<file path="config.mk">
export PLATFORM = sky130hd
export DESIGN_NAME = base64url_stream_encoder_core
export DESIGN_NICKNAME = d
export VERILOG_FILES = /design/src/hw/rtl/b64e_pkg.sv /design/src/hw/rtl/base64url_stream_encoder_core.sv
export SDC_FILE = /design/constraint.sdc
export NUM_CORES = 1
export LEC_CHECK = 0
export ABC_AREA = 1
export BUFFER_PORTS_ARGS = -buffer_cell sky130_fd_sc_hd__buf_4
export CAP_MARGIN = 5
export CORE_MARGIN = 10
export CORE_UTILIZATION = 50
export CTS_BUF_LIST = sky130_fd_sc_hd__clkbuf_8 sky130_fd_sc_hd__clkbuf_16
export CTS_CLUSTER_DIAMETER = 80
export CTS_CLUSTER_SIZE = 8
export DETAILED_ROUTE_END_ITERATION = 12
export GPL_TIMING_DRIVEN = 0
export PLACE_DENSITY = 0.69
export SLEW_MARGIN = 20
export SYNTH_ARGS = -nofsm -noshare
export SYNTH_HDL_FRONTEND = slang
export SYNTH_SLANG_ARGS = --single-unit
</file>
<file path="constraint.sdc">
create_clock -name clk -period 3.8 [get_ports clk]
set_input_delay 1.14 -clock clk [delete_from_list [all_inputs] [get_ports clk]]
set_output_delay 1.14 -clock clk [all_outputs]
set_load 0.005 [all_outputs]
</file>
<file path="src/hw/rtl/b64e_pkg.sv">
// ----------------------------------------------------------------------------
// b64e_pkg
// Types and the sextet-to-character map for the base64url stream encoder.
// ----------------------------------------------------------------------------
package b64e_pkg;

  localparam int unsigned CharWidth   = 7;
  localparam int unsigned SextetWidth = 6;

  // Position of the next byte within its 3-byte group
  typedef enum logic [1:0] {
    PhaseFirst  = 2'd0,
    PhaseSecond = 2'd1,
    PhaseThird  = 2'd2
  } phase_t;

  // One queued output character and its end-of-message mark.
  typedef struct packed {
    logic [CharWidth-1:0] code_char;
    logic                 last_char;
  } char_entry_t;

  // URL-safe alphabet: A-Z, a-z, 0-9, '-', '_'
  function automatic logic [CharWidth-1:0] sextet_to_char(
    input logic [SextetWidth-1:0] v
  );
    logic [CharWidth-1:0] c;
    if (v < 6'd26) begin
      c = 7'd65 + {1'b0, v};
    end else if (v < 6'd52) begin
      c = 7'd71 + {1'b0, v};          // 'a' - 26
    end else if (v < 6'd62) begin
      c = {1'b0, v} - 7'd4;           // '0' - 52
    end else if (v == 6'd62) begin
      c = 7'd45;                      // '-'
    end else begin
      c = 7'd95;                      // '_'
    end
    return c;
  endfunction

endpackage

</file>
<file path="src/hw/rtl/base64url_stream_encoder_core.sv">
// ----------------------------------------------------------------------------
// base64url_stream_encoder_core
// Encodes a byte stream into unpadded URL-safe base64 characters.
// ----------------------------------------------------------------------------
// Input channel: in_valid/in_ready carry data_byte and end_of_message.
// Output channel: out_valid/out_ready carry code_char and last_char, one
// character per request.
// Each byte yields one or two characters; a byte flagged end_of_message
// flushes the leftover bits as a final zero-filled character (unless the
// group is complete) and the next byte starts a new group.
// Order: a byte's characters are written into the character queue on
// acceptance and offered from its head after any characters queued earlier.
// Throughput: a byte can be taken every cycle while the 4-entry character
// queue has room for two; the output side moves one character per cycle
// while out_ready is high, so a stream settles to 4 characters per 3 bytes,
// 2 characters per byte worst case (every byte ends a message).
// Stalls: when out_ready is low, characters accumulate in the queue and
// in_ready drops once fewer than two slots are free; nothing is lost.
// Reset (rst, synchronous): queue emptied, group phase and carry cleared.
// ----------------------------------------------------------------------------
module base64url_stream_encoder_core (
  input  logic       clk,
  input  logic       rst,
  input  logic       in_valid,
  output logic       in_ready,
  input  logic [7:0] data_byte,
  input  logic       end_of_message,
  output logic       out_valid,
  input  logic       out_ready,
  output logic [6:0] code_char,
  output logic       last_char
);

  localparam int unsigned Depth = 4;

  b64e_pkg::phase_t group_phase, group_phase_next;
  logic [3:0] carry_bits, carry_bits_next;

  b64e_pkg::char_entry_t queue [Depth];
  logic [1:0] wr_ptr;
  logic [1:0] rd_ptr;
  logic [2:0] count;

  logic       push;
  logic       pop;
  logic       push_two;
  logic [5:0] sextet0;
  logic [5:0] sextet1;
  logic       last1;
  b64e_pkg::char_entry_t entry0;
  b64e_pkg::char_entry_t entry1;
  b64e_pkg::char_entry_t head;

  assign in_ready  = (count <= 3'd2);
  assign push      = in_valid && in_ready;
  assign out_valid = (count != 3'd0);
  assign pop       = out_valid && out_ready;

  always_comb begin
    group_phase_next = group_phase;
    carry_bits_next  = carry_bits;
    sextet0          = data_byte[7:2];
    sextet1          = {data_byte[1:0], 4'b0000};
    last1            = 1'b1;
    push_two         = end_of_message;
    case (group_phase)
      b64e_pkg::PhaseSecond: begin
        sextet0          = {carry_bits[1:0], data_byte[7:4]};
        sextet1          = {data_byte[3:0], 2'b00};
        carry_bits_next  = data_byte[3:0];
        group_phase_next = b64e_pkg::PhaseThird;
      end
      b64e_pkg::PhaseThird: begin
        sextet0          = {carry_bits, data_byte[7:6]};
        sextet1          = data_byte[5:0];
        last1            = end_of_message;
        push_two         = 1'b1;
        carry_bits_next  = 4'd0;
        group_phase_next = b64e_pkg::PhaseFirst;
      end
      default: begin
        // phase 3 never arises; handled like start of group
        carry_bits_next  = {2'b00, data_byte[1:0]};
        group_phase_next = b64e_pkg::PhaseSecond;
      end
    endcase
    if (end_of_message) begin
      carry_bits_next  = 4'd0;
      group_phase_next = b64e_pkg::PhaseFirst;
    end
    entry0.code_char = b64e_pkg::sextet_to_char(sextet0);
    entry0.last_char = 1'b0;
    entry1.code_char = b64e_pkg::sextet_to_char(sextet1);
    entry1.last_char = last1;
  end

  always_ff @(posedge clk) begin
    if (rst) begin
      group_phase <= b64e_pkg::PhaseFirst;
      carry_bits  <= 4'd0;
      wr_ptr      <= 2'd0;
      rd_ptr      <= 2'd0;
      count       <= 3'd0;
    end else begin
      if (push) begin
        group_phase <= group_phase_next;
        carry_bits  <= carry_bits_next;
        wr_ptr      <= wr_ptr + (push_two ? 2'd2 : 2'd1);
      end
      if (pop) begin
        rd_ptr <= rd_ptr + 2'd1;
      end
      count <= count + (push ? (push_two ? 3'd2 : 3'd1) : 3'd0) - (pop ? 3'd1 : 3'd0);
    end
  end

  always_ff @(posedge clk) begin
    if (push) begin
      queue[wr_ptr] <= entry0;
      if (push_two) begin
        queue[wr_ptr + 2'd1] <= entry1;
      end
    end
  end

  assign head      = queue[rd_ptr];
  assign code_char = head.code_char;
  assign last_char = head.last_char;

endmodule
</file>
==> metrics <==
outcome finished clean; drt total wl 7.65 mm; Synth Area in Compound Gates roughly 11%; Post-Synthesis Cells 455; Placer Congestion roughly 0.9; simple-gate share of the synthesized area a little over a third; post-route cell area between 0.003 and 0.004 mm2; Max-slew headroom 62.6%; Clock Power Share 14.4%; Tot GR Track Use roughly 15%; Avg WL per Cell 13.6 um; largest family of logic cells by synthesized area simple AND/OR/NAND/NOR gates; area grow syn2layout 11.2%; first-pass GRT wire length ~13 mm; Flop pwr share between 30% and 40%; Tot Pwr about 2.6 mW; commonest non-fill, non-tap cell in the layout nand2_1; share of post-route cells with drive strength above 1 16.5%; Area after DPL 0.00360 mm2; fin crit share between 70 and 80%; CTS Sinks 47; P_leak about 1.7 nW; initial antenna violation count 0; mux cell area share after synthesis under 10%; DRT iter0 DRCs ~140; Critical Path Source Type register; final worst setup slack a little under 1 ns; via count roughly 3000; Ant. Diodes 0; Fin. Hold Viols 0; Synth area leader edfxtp_1; CTS tree done; Worst EP arrival approximately 1.7 ns; final setup vio count 0; Clock Path Buffers 2; crit path time final 2.82 ns; Most used DFF post-synth edfxtp_1; Worst Skew 0.00636 ns; Net Sw Frac a little over two fifths; Int Pwr approximately 1.4 mW; clock slew at reported path FFs around 0.09 ns; Die W 102 um; cts-stage hold buffer count 0; RSZ-0062 raised after global routing false; largest net degree at the start of global routing 16; Post-synth ARST share 0%; critical path class reg -> out; Yosys warning count 0; post-synthesis net count 482; worst-path fanout max 10; area share of fa/ha/maj cells after synthesis 5.47%; peak supply drop around 0.28 mV; # IOs 23; Yosys reg bits between 40 and 50; Post-synth EDFFs 32; die height ~100 um; # nets final a little over 500; total gr overflow 0; CP Capture Type output pin; vias per inst 5.31; vias in the first global route between 2000 and 3000; Root Driver clkbuf_8; Final ANT Viol Nets 0; PortBufs 22; pre-CTS setup slack about 0.73 ns; CTS H-tree depth 2; TritonRoute pass-1 iters 4; hold slack final 0.490 ns; clock latency on the worst-skew pair 0.30 ns; worst slew pin tran 0.555 ns; dpl hpwl ~6 mm; Max Slew Vio Count 0; commonest non-fill, non-tap cells in the layout nand2_1 (143), nor2_1 (46), inv_1 (38), nand3_1 (36), edfxtp_1 (32); total CTS buffers 5; # DRC 0; # rows 29; worst min-delay path class reg -> reg; number of library cell types mapped by synthesis 36; top post-synthesis cells by area edfxtp_1 (29%), nand2_1 (16%), dfxtp_1 (9.0%); Initial Utilization roughly half; post-cts sizing count 0; die footprint ~0.010 mm2; max_cap viols 0; Crit path required time 2.66 ns; portion of total power attributed to combinational logic ~54%; FILL cells approximately 580; Avg Inst Size Synth ~7.3 um2; fmax roughly 350 MHz; post-synth top area share between 20% and 30%; Setup TNS 0 ns; NetSw between 1 and 1.5 mW; Core Box Area ~0.0064 mm2; XOR/XNOR share of the synthesized area between 1.5 and 2%; register area share after synthesis between 30% and 40%; Post-Syn Area approximately 0.0033 mm2; pwr dens around 700 mW/mm2; setup bufs post-CTS 0
==> path summary, 6_finish.rpt <==
check                       from      endpoint  slack [ns]  depth (start not counted)
setup reg to reg  group_phase[0]   queue[2][1]        1.15                         12
hold / removal         rd_ptr[0]     rd_ptr[0]        0.49                          1
setup / recovery        register  code_char[0]        0.98                          5
hold reg to reg        rd_ptr[0]     rd_ptr[0]        0.49                          1
==> worst max-delay path, stage by stage, from the launching register on <==
cell and delay [ns]:
dfxtp_1 0.40, inv_1 0.19, clkbuf_1 0.38, nor2_1 0.07, o22ai_1 0.19, buf_4 0.14
==> registers in the layout (all words and copies together) (netlist names), named ones only <==
| signal | cells |
|---|---|
| carry_bits | 4 |
| count | 3 |
| group_phase | 2 |
| queue | 32 |
| rd_ptr | 2 |
| wr_ptr | 2 |
==> cells by family (layout without fill, tap and decap cells) <==
kind of cell	Yosys count	count (layout)
AOI/OAI and AO/OA	65	65
xor gates and xnor gates	6	6
adders and majority gates	14	14
buffers and inverters	55	85
DFF	47	47
muxes	5	5
and+or+nand+nor	263	263
==> through the flow <==
stage,instances,utilization [%]
global route,562,57.8
global placement,554,56.0
finish,562,57.8
CTS,562,57.8
detailed placement,554,56.0
floorplan,455,-
==> synthesized netlist by cell type, types with 5 or more instances <==
master,instances
nand2_4,6
nand3_1,36
ha_1,13
nand2_1,143
inv_2,7
o21ai_0,29
xor2_1,5
dfxtp_1,15
o22ai_1,9
nor2_1,46
nand2_2,14
o21ai_1,6
inv_1,38
edfxtp_1,32
a21oi_1,12
==> cell type report <==
type	instances	area, um2	share of cell area (%)
Multi-Input combinational cell	353	1840	49.6
Sequential cell	47	1260	34.0
Inverter	47	179	4.82
Timing Repair Buffer	22	165	4.45
Tap cell	77	96.3	2.60
Clock buffer	5	68.8	1.85
Buffer	8	56.3	1.52
Clock inverter	3	43.8	1.18
==> metal layers <==
metal,wire (um),global-route usage (%)
met2,3730,26.5
met4,85,3.30
met3,342,2.59
met5,0,0
met1,3490,19.5
==> power by group through the flow <==
| stage | sequential (mW) | combinational (mW) | clock, mW |
|---|---|---|---|
| after floorplan | 0.803 | 1.01 | 0 |
| after global placement | 0.815 | 1.35 | 0 |
| after detailed placement | 0.822 | 1.38 | 0 |
| after CTS | 0.810 | 1.38 | 0.373 |
| after global routing | 0.822 | 1.58 | 0.393 |
| final | 0.808 | 1.38 | 0.368 |
Power figures use the tool's default switching activity.
